==> config.mk <==
export PLATFORM = sky130hd
export DESIGN_NAME = sliding_window_sender
export DESIGN_NICKNAME = d
export VERILOG_FILES = /design/src/hdl/swin_pkg.sv /design/src/hdl/swin_alu.sv /design/src/hdl/swin_tmem.sv /design/src/hdl/swin_cfg.sv /design/src/hdl/sliding_window_sender.sv
export VERILOG_INCLUDE_DIRS = /design/src /design/src/hdl
export SDC_FILE = /design/constraint.sdc
export NUM_CORES = 1
export LEC_CHECK = 0
export ABC_CLOCK_PERIOD_IN_PS = 13150
export BUFFER_PORTS_ARGS = -buffer_cell sky130_fd_sc_hd__buf_2
export CAP_MARGIN = 20
export CORE_MARGIN = 8
export CORE_UTILIZATION = 60
export CTS_CLUSTER_SIZE = 25
export DETAILED_ROUTE_END_ITERATION = 8
export MAX_ROUTING_LAYER = met4
export PLACE_DENSITY = 0.83
export REMOVE_ABC_BUFFERS = 1
export SETUP_SLACK_MARGIN = 0.05
export SLEW_MARGIN = 20
export SYNTH_ARGS = -nofsm -noshare
export SYNTH_HDL_FRONTEND = slang
export SYNTH_HIERARCHICAL = 1
export SYNTH_SLANG_ARGS = --single-unit
export TNS_END_PERCENT = 50
==> constraint.sdc <==
create_clock -name i_clk -period 13.15 [get_ports i_clk]
set_input_delay 0 -clock i_clk [delete_from_list [all_inputs] [get_ports i_clk]]
set_output_delay 0 -clock i_clk [all_outputs]
set_load 0.05 [all_outputs]
==> src/hdl/assert_macros.svh <==
`ifndef ASSERT_MACROS_SVH
`define ASSERT_MACROS_SVH

// A condition that holds at every clock edge outside reset.
`define ASSERT_ALWAYS(lbl, clk, rst_n, cond, msg) \
    lbl: assert property (@(posedge clk) disable iff (!(rst_n)) (cond)) \
        else $error(msg);

// A condition that holds in the same cycle whenever the trigger holds.
`define ASSERT_IMPLIES(lbl, clk, rst_n, ante, cons, msg) \
    lbl: assert property (@(posedge clk) disable iff (!(rst_n)) (ante) |-> (cons)) \
        else $error(msg);

// A condition that holds in the cycle after the trigger.
`define ASSERT_NEXT(lbl, clk, rst_n, ante, cons, msg) \
    lbl: assert property (@(posedge clk) disable iff (!(rst_n)) (ante) |=> (cons)) \
        else $error(msg);

`endif

==> src/hdl/swin_pkg.sv <==
`default_nettype none

package swin_pkg;

    // Block dimensions.
    localparam int NUM_RECEIVERS = 4;
    localparam int WINDOW_SIZE   = 8;
    localparam int PAYLOAD_BYTES = 48;
    localparam int NUM_SLOTS     = NUM_RECEIVERS * WINDOW_SIZE;

    // Field and index widths.
    localparam int SEQ_W    = 8;
    localparam int TMR_W    = 16;
    localparam int ID_W     = 8;
    localparam int RCVF_W   = 4;
    localparam int STATUS_W = 4;
    localparam int RCV_W    = (NUM_RECEIVERS > 1) ? $clog2(NUM_RECEIVERS) : 1;
    localparam int CNT_W    = $clog2(WINDOW_SIZE + 1);
    localparam int ADDR_W   = (NUM_SLOTS > 1) ? $clog2(NUM_SLOTS) : 1;

    // Configuration port.
    localparam int APB_AW = 3;
    localparam int APB_DW = 32;
    localparam logic [TMR_W-1:0] TIMEOUT_RESET = TMR_W'(100);

    typedef enum logic [1:0] {
        OP_SEND = 2'd0,
        OP_ACK  = 2'd1,
        OP_TICK = 2'd2
    } t_opcode;

    typedef enum logic [STATUS_W-1:0] {
        ST_SENT      = 4'd0,
        ST_RETX      = 4'd1,
        ST_ACK_SLID  = 4'd2,
        ST_ACK_STALE = 4'd3,
        ST_CORRUPT   = 4'd4,
        ST_NOT_ACK   = 4'd5,
        ST_OTHER_TGT = 4'd6,
        ST_BAD_RCV   = 4'd7,
        ST_WIN_FULL  = 4'd8,
        ST_TOO_LONG  = 4'd9
    } t_status;

    typedef enum logic [0:0] {
        REG_OWN_ID  = 1'b0,
        REG_TIMEOUT = 1'b1
    } t_reg_idx;

    // Settings the sequencer needs from the register file.
    typedef struct packed {
        logic [ID_W-1:0]  own_id;
        logic [TMR_W-1:0] arm;
    } t_cfg;

    // One access cycle of the timer memory.
    typedef struct packed {
        logic              we;
        logic [ADDR_W-1:0] waddr;
        logic [TMR_W-1:0]  wdata;
        logic [ADDR_W-1:0] raddr;
    } t_mem_req;

    // Memory address of slot k in the window of receiver r.
    function automatic logic [ADDR_W-1:0] slot_addr(input logic [RCV_W-1:0] r,
                                                   input logic [CNT_W-1:0] k);
        slot_addr = ADDR_W'(int'(r) * WINDOW_SIZE + int'(k));
    endfunction

endpackage

`default_nettype wire

==> src/hdl/swin_alu.sv <==
`default_nettype none

// Shared subtractor: window fill, ack distance and timer countdown all use it.
module swin_alu (
    input  wire logic [swin_pkg::TMR_W-1:0] i_a,
    input  wire logic [swin_pkg::TMR_W-1:0] i_b,
    output logic      [swin_pkg::TMR_W-1:0] o_diff,
    output logic                            o_zero
);

    // Modulo difference and its zero flag.
    assign o_diff = i_a - i_b;
    assign o_zero = (o_diff == '0);

endmodule

`default_nettype wire

==> src/hdl/swin_tmem.sv <==
`default_nettype none

// Timer memory: one write and one registered read per cycle.
// Entries never written since reset read as zero (idle slot).
module swin_tmem (
    input  wire logic                       i_clk,
    input  wire logic                       i_rst_n,
    input  wire swin_pkg::t_mem_req         i_req,
    output logic [swin_pkg::TMR_W-1:0]      o_rdata
);

    logic [swin_pkg::TMR_W-1:0] r_mem [swin_pkg::NUM_SLOTS];
    logic [swin_pkg::NUM_SLOTS-1:0] r_valid;
    logic [swin_pkg::TMR_W-1:0] r_rdata;
    logic                       r_rd_valid;

    // Storage and read data register.
    always_ff @(posedge i_clk) begin
        if (i_req.we) begin
            r_mem[i_req.waddr] <= i_req.wdata;
        end
        r_rdata <= r_mem[i_req.raddr];
    end

    // Per-entry written flags, cleared at reset.
    always_ff @(posedge i_clk) begin
        if (!i_rst_n) begin
            r_valid    <= '0;
            r_rd_valid <= 1'b0;
        end else begin
            if (i_req.we) begin
                r_valid[i_req.waddr] <= 1'b1;
            end
            r_rd_valid <= r_valid[i_req.raddr];
        end
    end

    assign o_rdata = r_rd_valid ? r_rdata : '0;

endmodule

`default_nettype wire

==> src/hdl/swin_cfg.sv <==
`default_nettype none

// Register file behind the APB port.
module swin_cfg (
    input  wire logic                          i_clk,
    input  wire logic                          i_rst_n,
    input  wire logic                          i_psel,
    input  wire logic                          i_penable,
    input  wire logic                          i_pwrite,
    input  wire logic [swin_pkg::APB_AW-1:0]   i_paddr,
    input  wire logic [swin_pkg::APB_DW-1:0]   i_pwdata,
    output logic      [swin_pkg::APB_DW-1:0]   o_prdata,
    output swin_pkg::t_cfg                     o_cfg
);

    logic [swin_pkg::ID_W-1:0]  r_own_id;
    logic [swin_pkg::TMR_W-1:0] r_timeout;
    logic                       wr_en;
    swin_pkg::t_reg_idx         reg_idx;

    assign wr_en   = i_psel && i_penable && i_pwrite;
    assign reg_idx = swin_pkg::t_reg_idx'(i_paddr[2]);

    // Register writes in the access phase.
    always_ff @(posedge i_clk) begin
        if (!i_rst_n) begin
            r_own_id  <= '0;
            r_timeout <= swin_pkg::TIMEOUT_RESET;
        end else if (wr_en) begin
            case (reg_idx)
                swin_pkg::REG_OWN_ID:  r_own_id  <= i_pwdata[swin_pkg::ID_W-1:0];
                swin_pkg::REG_TIMEOUT: r_timeout <= i_pwdata[swin_pkg::TMR_W-1:0];
                default: ;
            endcase
        end
    end

    // Read mux.
    always_comb begin
        case (reg_idx)
            swin_pkg::REG_OWN_ID:  o_prdata = swin_pkg::APB_DW'(r_own_id);
            swin_pkg::REG_TIMEOUT: o_prdata = swin_pkg::APB_DW'(r_timeout);
            default:               o_prdata = '0;
        endcase
    end

    // A zero timeout still arms a timer for one tick.
    assign o_cfg.own_id = r_own_id;
    assign o_cfg.arm    = (r_timeout == '0) ? swin_pkg::TMR_W'(1) : r_timeout;

endmodule

`default_nettype wire

==> src/hdl/sliding_window_sender.sv <==
`default_nettype none
// Sliding-window sender control for NUM_RECEIVERS receivers of WINDOW_SIZE slots.
// Commands enter on start while busy is low: opcode 0 sends, 1 delivers an ack
// frame, 2 is a timer tick; opcode 3 is taken and dropped. Each result word
// appears on o_status, o_receiver, o_sequence_res and o_last for one cycle,
// marked by o_strobe; the receiver always takes it. o_last marks the final word.
// Steps of each command:
//   send, or an ack that fails its frame checks: S_SEND or S_ACK, then the word;
//   stale ack: S_ACK, S_ACK_CHK; sliding ack: then S_SLIDE_RD/_WR for each slot;
//   tick: S_TICK_N, then S_TICK_RD/_UPD per outstanding frame, for each receiver.
// Retransmit words of a tick come out while it runs, the last one after the scan.
// The timer memory is walked slot by slot, a read and then a write-back for each,
// with the tick countdown through the single shared subtractor.
// The APB port holds own_sender_id at 0x0 and timeout_ticks at 0x4; write it
// only while busy is low. Reset is synchronous: windows empty, all timers idle,
// timeout 100 ticks, sender id 0. Reset needs no clearing pass.
module sliding_window_sender (
    input  wire logic                          i_clk,
    input  wire logic                          i_rst_n,
    input  wire logic                          start,
    output logic                               busy,
    input  wire logic [1:0]                    i_opcode,
    input  wire logic [7:0]                    i_dest_receiver,
    input  wire logic [7:0]                    i_message_length,
    input  wire logic                          i_crc_good,
    input  wire logic                          i_ack_flag_set,
    input  wire logic [7:0]                    i_ack_target,
    input  wire logic [7:0]                    i_ack_source,
    input  wire logic [7:0]                    i_ack_number,
    output logic                               o_strobe,
    output logic [3:0]                         o_status,
    output logic [3:0]                         o_receiver,
    output logic [7:0]                         o_sequence_res,
    output logic                               o_last,
    input  wire logic                          psel,
    input  wire logic                          penable,
    input  wire logic                          pwrite,
    input  wire logic [swin_pkg::APB_AW-1:0]   paddr,
    input  wire logic [swin_pkg::APB_DW-1:0]   pwdata,
    output logic      [swin_pkg::APB_DW-1:0]   prdata,
    output logic                               pready
);

    `include "assert_macros.svh"

    typedef enum logic [3:0] {
        S_IDLE,
        S_SEND,
        S_ACK,
        S_ACK_CHK,
        S_SLIDE_RD,
        S_SLIDE_WR,
        S_TICK_N,
        S_TICK_RD,
        S_TICK_UPD,
        S_TICK_END
    } t_state;

    swin_pkg::t_cfg     cfg;
    swin_pkg::t_mem_req mem_req;
    logic [swin_pkg::TMR_W-1:0] mem_rdata;
    logic [swin_pkg::TMR_W-1:0] alu_a, alu_b, alu_diff;
    logic                       alu_zero;

    t_state r_state, n_state;
    logic [7:0] r_dest, n_dest, r_len, n_len, r_target, n_target;
    logic [7:0] r_src, n_src, r_ackno, n_ackno;
    logic       r_crc, n_crc, r_flag, n_flag;
    logic [swin_pkg::SEQ_W-1:0] r_lar [swin_pkg::NUM_RECEIVERS];
    logic [swin_pkg::SEQ_W-1:0] n_lar [swin_pkg::NUM_RECEIVERS];
    logic [swin_pkg::SEQ_W-1:0] r_lfs [swin_pkg::NUM_RECEIVERS];
    logic [swin_pkg::SEQ_W-1:0] n_lfs [swin_pkg::NUM_RECEIVERS];
    logic [swin_pkg::SEQ_W-1:0] r_d, n_d;
    logic [swin_pkg::CNT_W-1:0] r_k, n_k, r_n, n_n;
    logic [swin_pkg::RCV_W-1:0] r_r, n_r;
    logic                       r_in_win, n_in_win;
    logic                       r_pend_v, n_pend_v;
    logic [swin_pkg::RCV_W-1:0] r_pend_rcv, n_pend_rcv;
    logic [swin_pkg::SEQ_W-1:0] r_pend_seq, n_pend_seq;
    logic                       r_strobe, n_strobe, r_last, n_last;
    swin_pkg::t_status          r_status, n_status;
    logic [swin_pkg::RCVF_W-1:0] r_rcv, n_rcv;
    logic [swin_pkg::SEQ_W-1:0] r_seq, n_seq;

    logic                       dest_ok, src_ok;
    logic [swin_pkg::RCV_W-1:0] dest_idx, src_idx;
    logic [swin_pkg::SEQ_W-1:0] fill;
    logic [swin_pkg::SEQ_W:0]   slide_src;

    logic                       final_word, early_word, is_retx, seqless_word;
    logic                       cmd_taken, scan_ok;

    swin_cfg u_cfg (
        .i_clk     (i_clk),
        .i_rst_n   (i_rst_n),
        .i_psel    (psel),
        .i_penable (penable),
        .i_pwrite  (pwrite),
        .i_paddr   (paddr),
        .i_pwdata  (pwdata),
        .o_prdata  (prdata),
        .o_cfg     (cfg)
    );

    swin_tmem u_tmem (
        .i_clk   (i_clk),
        .i_rst_n (i_rst_n),
        .i_req   (mem_req),
        .o_rdata (mem_rdata)
    );

    swin_alu u_alu (
        .i_a    (alu_a),
        .i_b    (alu_b),
        .o_diff (alu_diff),
        .o_zero (alu_zero)
    );

    assign pready = 1'b1;
    assign busy   = (r_state != S_IDLE);

    assign dest_ok   = (r_dest < 8'(swin_pkg::NUM_RECEIVERS));
    assign src_ok    = (r_src < 8'(swin_pkg::NUM_RECEIVERS));
    assign dest_idx  = r_dest[swin_pkg::RCV_W-1:0];
    assign src_idx   = r_src[swin_pkg::RCV_W-1:0];
    assign fill      = alu_diff[swin_pkg::SEQ_W-1:0];
    assign slide_src = {1'b0, r_d} + (swin_pkg::SEQ_W + 1)'(r_k);

    // Sequencer: next state, window pointers, memory access and result word.
    always_comb begin
        n_state    = r_state;
        n_dest     = r_dest;
        n_len      = r_len;
        n_target   = r_target;
        n_src      = r_src;
        n_ackno    = r_ackno;
        n_crc      = r_crc;
        n_flag     = r_flag;
        n_lar      = r_lar;
        n_lfs      = r_lfs;
        n_d        = r_d;
        n_k        = r_k;
        n_n        = r_n;
        n_r        = r_r;
        n_in_win   = r_in_win;
        n_pend_v   = r_pend_v;
        n_pend_rcv = r_pend_rcv;
        n_pend_seq = r_pend_seq;
        n_strobe   = 1'b0;
        n_last     = r_last;
        n_status   = r_status;
        n_rcv      = r_rcv;
        n_seq      = r_seq;
        mem_req    = '0;
        alu_a      = '0;
        alu_b      = '0;

        case (r_state)
            S_IDLE: begin
                if (start) begin
                    n_dest   = i_dest_receiver;
                    n_len    = i_message_length;
                    n_crc    = i_crc_good;
                    n_flag   = i_ack_flag_set;
                    n_target = i_ack_target;
                    n_src    = i_ack_source;
                    n_ackno  = i_ack_number;
                    case (swin_pkg::t_opcode'(i_opcode))
                        swin_pkg::OP_SEND: n_state = S_SEND;
                        swin_pkg::OP_ACK:  n_state = S_ACK;
                        swin_pkg::OP_TICK: begin
                            n_r      = '0;
                            n_pend_v = 1'b0;
                            n_state  = S_TICK_N;
                        end
                        default: n_state = S_IDLE;
                    endcase
                end
            end

            // Length, receiver and window checks, then claim the next sequence.
            S_SEND: begin
                alu_a    = swin_pkg::TMR_W'(r_lfs[dest_idx]);
                alu_b    = swin_pkg::TMR_W'(r_lar[dest_idx]);
                n_strobe = 1'b1;
                n_last   = 1'b1;
                n_seq    = '0;
                n_rcv    = dest_ok ? swin_pkg::RCVF_W'(r_dest) : '0;
                n_state  = S_IDLE;
                if (r_len > 8'(swin_pkg::PAYLOAD_BYTES)) begin
                    n_status = swin_pkg::ST_TOO_LONG;
                end else if (!dest_ok) begin
                    n_status = swin_pkg::ST_BAD_RCV;
                end else if (fill >= swin_pkg::SEQ_W'(swin_pkg::WINDOW_SIZE)) begin
                    n_status = swin_pkg::ST_WIN_FULL;
                end else begin
                    n_lfs[dest_idx] = r_lfs[dest_idx] + 1'b1;
                    mem_req.we      = 1'b1;
                    mem_req.waddr   = swin_pkg::slot_addr(dest_idx,
                                                          swin_pkg::CNT_W'(fill));
                    mem_req.wdata   = cfg.arm;
                    n_status        = swin_pkg::ST_SENT;
                    n_seq           = r_lfs[dest_idx] + 1'b1;
                end
            end

            // Frame checks, then distance of the ack from the window base.
            S_ACK: begin
                n_strobe = 1'b1;
                n_last   = 1'b1;
                n_seq    = '0;
                n_rcv    = '0;
                n_state  = S_IDLE;
                if (!r_crc) begin
                    n_status = swin_pkg::ST_CORRUPT;
                end else if (!r_flag) begin
                    n_status = swin_pkg::ST_NOT_ACK;
                end else if (r_target != cfg.own_id) begin
                    n_status = swin_pkg::ST_OTHER_TGT;
                end else if (!src_ok) begin
                    n_status = swin_pkg::ST_BAD_RCV;
                end else begin
                    alu_a    = swin_pkg::TMR_W'(r_ackno);
                    alu_b    = swin_pkg::TMR_W'(r_lar[src_idx]);
                    n_d      = fill;
                    n_strobe = 1'b0;
                    n_state  = S_ACK_CHK;
                end
            end

            // The ack must fall inside the open window.
            S_ACK_CHK: begin
                alu_a = swin_pkg::TMR_W'(r_lfs[src_idx]);
                alu_b = swin_pkg::TMR_W'(r_lar[src_idx]);
                if (r_d == '0 || r_d > fill) begin
                    n_strobe = 1'b1;
                    n_last   = 1'b1;
                    n_seq    = '0;
                    n_rcv    = swin_pkg::RCVF_W'(r_src);
                    n_status = swin_pkg::ST_ACK_STALE;
                    n_state  = S_IDLE;
                end else begin
                    n_k     = '0;
                    n_state = S_SLIDE_RD;
                end
            end

            // Shift the timers down by the ack distance, one slot per pass.
            S_SLIDE_RD: begin
                n_in_win      = (slide_src < (swin_pkg::SEQ_W + 1)'(swin_pkg::WINDOW_SIZE));
                mem_req.raddr = swin_pkg::slot_addr(src_idx, swin_pkg::CNT_W'(slide_src));
                n_state       = S_SLIDE_WR;
            end

            S_SLIDE_WR: begin
                mem_req.we    = 1'b1;
                mem_req.waddr = swin_pkg::slot_addr(src_idx, r_k);
                mem_req.wdata = r_in_win ? mem_rdata : '0;
                if (r_k == swin_pkg::CNT_W'(swin_pkg::WINDOW_SIZE - 1)) begin
                    n_lar[src_idx] = r_ackno;
                    n_strobe       = 1'b1;
                    n_last         = 1'b1;
                    n_seq          = '0;
                    n_rcv          = swin_pkg::RCVF_W'(r_src);
                    n_status       = swin_pkg::ST_ACK_SLID;
                    n_state        = S_IDLE;
                end else begin
                    n_k     = r_k + 1'b1;
                    n_state = S_SLIDE_RD;
                end
            end

            // Outstanding frames of the current receiver, capped at the window.
            S_TICK_N: begin
                alu_a = swin_pkg::TMR_W'(r_lfs[r_r]);
                alu_b = swin_pkg::TMR_W'(r_lar[r_r]);
                if (fill > swin_pkg::SEQ_W'(swin_pkg::WINDOW_SIZE)) begin
                    n_n = swin_pkg::CNT_W'(swin_pkg::WINDOW_SIZE);
                end else begin
                    n_n = swin_pkg::CNT_W'(fill);
                end
                n_k     = '0;
                n_state = S_TICK_RD;
            end

            S_TICK_RD: begin
                if (r_k >= r_n) begin
                    if (r_r == swin_pkg::RCV_W'(swin_pkg::NUM_RECEIVERS - 1)) begin
                        n_state = S_TICK_END;
                    end else begin
                        n_r     = r_r + 1'b1;
                        n_state = S_TICK_N;
                    end
                end else begin
                    mem_req.raddr = swin_pkg::slot_addr(r_r, r_k);
                    n_state       = S_TICK_UPD;
                end
            end

            // Count an armed timer down; on expiry rearm it and queue a word.
            // The queued word goes out when the next one shows up or at the end,
            // so the final word of the tick can carry the last flag.
            S_TICK_UPD: begin
                alu_a = mem_rdata;
                alu_b = swin_pkg::TMR_W'(1);
                if (mem_rdata != '0) begin
                    mem_req.we    = 1'b1;
                    mem_req.waddr = swin_pkg::slot_addr(r_r, r_k);
                    if (alu_zero) begin
                        mem_req.wdata = cfg.arm;
                        if (r_pend_v) begin
                            n_strobe = 1'b1;
                            n_last   = 1'b0;
                            n_status = swin_pkg::ST_RETX;
                            n_rcv    = swin_pkg::RCVF_W'(r_pend_rcv);
                            n_seq    = r_pend_seq;
                        end
                        n_pend_v   = 1'b1;
                        n_pend_rcv = r_r;
                        n_pend_seq = r_lar[r_r] + 1'b1 + swin_pkg::SEQ_W'(r_k);
                    end else begin
                        mem_req.wdata = alu_diff;
                    end
                end
                n_k     = r_k + 1'b1;
                n_state = S_TICK_RD;
            end

            S_TICK_END: begin
                if (r_pend_v) begin
                    n_strobe = 1'b1;
                    n_last   = 1'b1;
                    n_status = swin_pkg::ST_RETX;
                    n_rcv    = swin_pkg::RCVF_W'(r_pend_rcv);
                    n_seq    = r_pend_seq;
                end
                n_pend_v = 1'b0;
                n_state  = S_IDLE;
            end

            default: n_state = S_IDLE;
        endcase
    end

    // State, window pointers and the result register.
    always_ff @(posedge i_clk) begin
        if (!i_rst_n) begin
            r_state  <= S_IDLE;
            r_lar    <= '{default: '0};
            r_lfs    <= '{default: '0};
            r_k      <= '0;
            r_n      <= '0;
            r_pend_v <= 1'b0;
            r_strobe <= 1'b0;
            r_last   <= 1'b0;
        end else begin
            r_state    <= n_state;
            r_dest     <= n_dest;
            r_len      <= n_len;
            r_target   <= n_target;
            r_src      <= n_src;
            r_ackno    <= n_ackno;
            r_crc      <= n_crc;
            r_flag     <= n_flag;
            r_lar      <= n_lar;
            r_lfs      <= n_lfs;
            r_d        <= n_d;
            r_k        <= n_k;
            r_n        <= n_n;
            r_r        <= n_r;
            r_in_win   <= n_in_win;
            r_pend_v   <= n_pend_v;
            r_pend_rcv <= n_pend_rcv;
            r_pend_seq <= n_pend_seq;
            r_strobe   <= n_strobe;
            r_last     <= n_last;
            r_status   <= n_status;
            r_rcv      <= n_rcv;
            r_seq      <= n_seq;
        end
    end

    assign o_strobe       = r_strobe;
    assign o_last         = r_last;
    assign o_status       = r_status;
    assign o_receiver     = r_rcv;
    assign o_sequence_res = r_seq;

    // Terms the checks below are built from.
    assign final_word   = o_strobe && o_last;
    assign early_word   = o_strobe && !o_last;
    assign is_retx      = (o_status == swin_pkg::ST_RETX);
    assign seqless_word = o_strobe && (o_status != swin_pkg::ST_SENT) && !is_retx;
    assign cmd_taken    = start && !busy && (i_opcode == swin_pkg::OP_SEND ||
                          i_opcode == swin_pkg::OP_ACK || i_opcode == swin_pkg::OP_TICK);
    assign scan_ok      = (r_n <= swin_pkg::CNT_W'(swin_pkg::WINDOW_SIZE));

    // The final word of a command is only shown once the block is free again.
    `ASSERT_IMPLIES(a_last_when_idle, i_clk, i_rst_n, final_word, !busy, "final word while busy")
    // Only a tick produces more than one word, so only retransmits come early.
    `ASSERT_IMPLIES(a_early_is_retx, i_clk, i_rst_n, early_word, is_retx, "early word not retx")
    // Words that assign no sequence carry zero in that field.
    `ASSERT_IMPLIES(a_seq_unused_zero, i_clk, i_rst_n, seqless_word, o_sequence_res == '0, "stray seq")
    // A real command keeps the block busy in the next cycle.
    `ASSERT_NEXT(a_accept_busy, i_clk, i_rst_n, cmd_taken, busy, "command accepted but block idle")
    // The tick scan never walks past the window.
    `ASSERT_ALWAYS(a_scan_bound, i_clk, i_rst_n, scan_ok, "tick scan count beyond window")

endmodule

`default_nettype wire

==> flow_summary.toml <==
[status]
outcome = "completed"

[final_layout]
n_fill_cell = 3321
layout_common_cells = "edfxtp_1 (591), mux4_2 (214), nand2_1 (179)"
synthToLayoutAreaGrowth_pct = 13.5
nNetsFinal = 2361
fin_util_pct = 68.6
final_cell_area_mm2 = 0.0368
layout-drive-gt1-share_pct = 23.0
final_common_cell = "edfxtp_1"

[synthesis]
synthTopCellsByArea = "edfxtp_1 (55%), mux4_2 (15%), dfxtp_1 (9.4%)"
synth_area_per_cell_um2 = 15.8
yosysTopAreaCellShare_pct = 54.8
synth.largest_area_cell = "edfxtp_1"
seq_area_frac_synth_pct = 64.2
synth_cell_types = 88
yosys_warnings = 6
postSynthCellCount = 2052
synth-edff-count = 591
syn_area_mm2 = 0.0324
synthFlopType = "edfxtp_1"
ys_ff_latch = 743
async_reset_ff_share_pct = 0

[floorplan]
start_util_pct = 60.4
die_w_um = 248
die_area_mm2 = 0.0616
core-area_mm2 = 0.0536
num_rows = 85
ios = 137
die_h_um = 248

[grt]
grt_first_pass_wirelength_um = 126000
gr-total-overflow = 0
grt_start_max_net_pins = 100
first_global_vias = 20500
grt.total_usage_pct = 28.6
antenna_found_initial = 1

[timing]
rsz0062_at_grt = "no"
fin_crit_sh_pct = 57.8
tightest_slew_ps = 1130
fin_tns_setup_ps = 0
finalSetupViolCount = 0
worst_slack_ps = 5540
clock_skew_ps = 29.0
relSlewSlack_pct = 24.4
finalHoldViolCount = 0
maxSlewViolCount = 0
min_period_ps = 7610
hold_ws_ps = 29.3
max_freq_mhz = 131

[route]
routed_wl_um = 85200
vias_per_cell = 6.69
vias = 20000
drc = 0
wl_per_cell_um = 28.6
drt_pass1_iterations = 6
antenna_left = 0
drt_iter0_markers = 2530

[placement]
preCtsSetupSlack_ps = 5700
portBuffers = 101
place_area_mm2 = 0.0336
hpwl_um = 48600
routabilityCongestion = 0.916

[cts]
cts_tree = "yes"
htree_levels = 3
clock_latency_ps = 640
cts.sinks = 743
cts_setup_buffers = 0
max-clock-path-buffers = 3
clk_pin_slew_ps = 70
cts_root_buf = "clkbuf_16"
cts_buffers = 73

[critical_path]
arrival_ps = 7930
critical_path_class = "flip-flop to flip-flop"
critPathMaxFanout = 18
critPathSlowestCell = "nor2_1"
ff2ff_setup_slack_ps = 5540
endpoint_kind = "flip-flop"
slowest_delay_ps = 960
crit_buf_inv = 2
cp.required_ps = 13470
crit_path_cell_trace = "nor2b_1, and3b_1, o21ai_0, nand2_1, inv_1, ha_1, nor2b_1, o31a_2, o21ai_0, xnor2_1, nor3_1, nand2_1, nor3_4, nand2_1, o21ai_0, nand3_1, nor2_1, buf_4"
cp_top_family = "simple AND/OR/NAND/NOR gates"
cp-start-kind = "flip-flop"

[pwr]
leakagePower_nw = 13.8
vdd_ir_drop_max_mv = 0.165
powerDensity_mw_per_mm2 = 132

[min_path]
hp-class = "primary input to flip-flop"

[job]
cap_violations = 0
## Yosys cell counts, drive strengths merged, types with 19 or more instances
library cell / number
dfxtp: 152
a22oi: 26
xnor2: 19
clkbuf: 79
mux2i: 51
a22o: 22
nor2: 116
nand3: 22
ha: 45
a211oi: 24
o21a: 41
edfxtp: 591
nand2: 180
o21ai: 50
a21o: 21
and2: 48
buf: 65
mux4: 214
inv: 47
a21oi: 53
## registers in the layout, indices dropped and copies added (netlist names), 4 cells and up
register / cells
u_tmem/r_rdata: 16
r_len: 8
r_n: 4
o_receiver: 4
o_sequence_res: 8
r_dest: 8
r_pend_seq: 8
u_cfg/r_timeout: 16
o_status: 4
r_d: 8
r_ackno: 8
r_k: 4
u_tmem/r_mem: 512
u_cfg/r_own_id: 8
r_state: 4
r_lar: 32
r_target: 8
r_src: 8
u_tmem/r_valid: 32
r_lfs: 32
## metrics by stage
stage               cells  total power [mW]
CTS                  2981              4.86
global placement     2776              2.72
global route         2984              4.96
floorplan            1930              2.67
detailed placement   2776              2.73
finish               2985              4.84
## worst paths after layout
| kind | from | end | cells past startpoint |
|---|---|---|---|
| setup / recovery | r_state[1] | u_tmem/r_mem[7][2] | 18 |
| hold / removal | i_rst_n | r_lar[29] | 4 |
| setup reg to reg | r_state[1] | u_tmem/r_mem[7][2] | 18 |
| hold reg to reg | r_n[1] | r_n[1] | 2 |
## where the power goes
| part | switching, mW | total (mW) | internal, mW |
|---|---|---|---|
| sequential | 0.0145 | 2.54 | 2.52 |
| combinational | 0.106 | 0.161 | 0.0552 |
| clock | 0.904 | 2.14 | 1.24 |
| total | 1.02 | 4.84 | 3.82 |
## cell type report
type / count / area, µm² / area share [%]
inverters: 47 / 176 / 0.480
repair buffers: 223 / 1630 / 4.42
clock inverters: 41 / 475 / 1.29
well taps: 696 / 871 / 2.37
multi-input cells: 1140 / 10900 / 29.5
flip-flops and latches: 743 / 20800 / 56.6
diodes: 2 / 5.00 / 0.0136
clock buffers: 93 / 1950 / 5.32
## worst reg2reg max path: cells and delay by family, from the launching register on
| kind | cells | cell delay [ps] |
|---|---|---|
| AND/OR/NAND/NOR | 10 | 4110 |
| adder cells (fa/ha/maj) | 1 | 270 |
| buffers and inverters | 2 | 450 |
| flip-flops | 1 | 670 |
| XOR/XNOR | 1 | 250 |
| AO/OA/AOI/OAI | 4 | 1560 |
## cell families after synthesis
family	after synthesis	synth area share (%)
buffers and inverters	191	2.76
DFF	743	64.2
other	3	0.0348
and+or+nand+nor	486	7.59
AOI/OAI and AO/OA	274	5.79
adders and majority gates	48	1.92
muxes	276	16.8
xor gates and xnor gates	31	0.839
## timing repair
action | in CTS | in global routing
hold buffers | 71 | 0
resized for setup | 0 | 0
hold endpoints to repair | 73 | 0
## routing by layer
layer	GRT usage [%]	share of wire [%]
met3	5.04	8.9
met4	13.9	5.0
met1	33.7	35
met2	47.8	51
met5	-	0
Note: power is estimated with default switching activity, not from simulation.
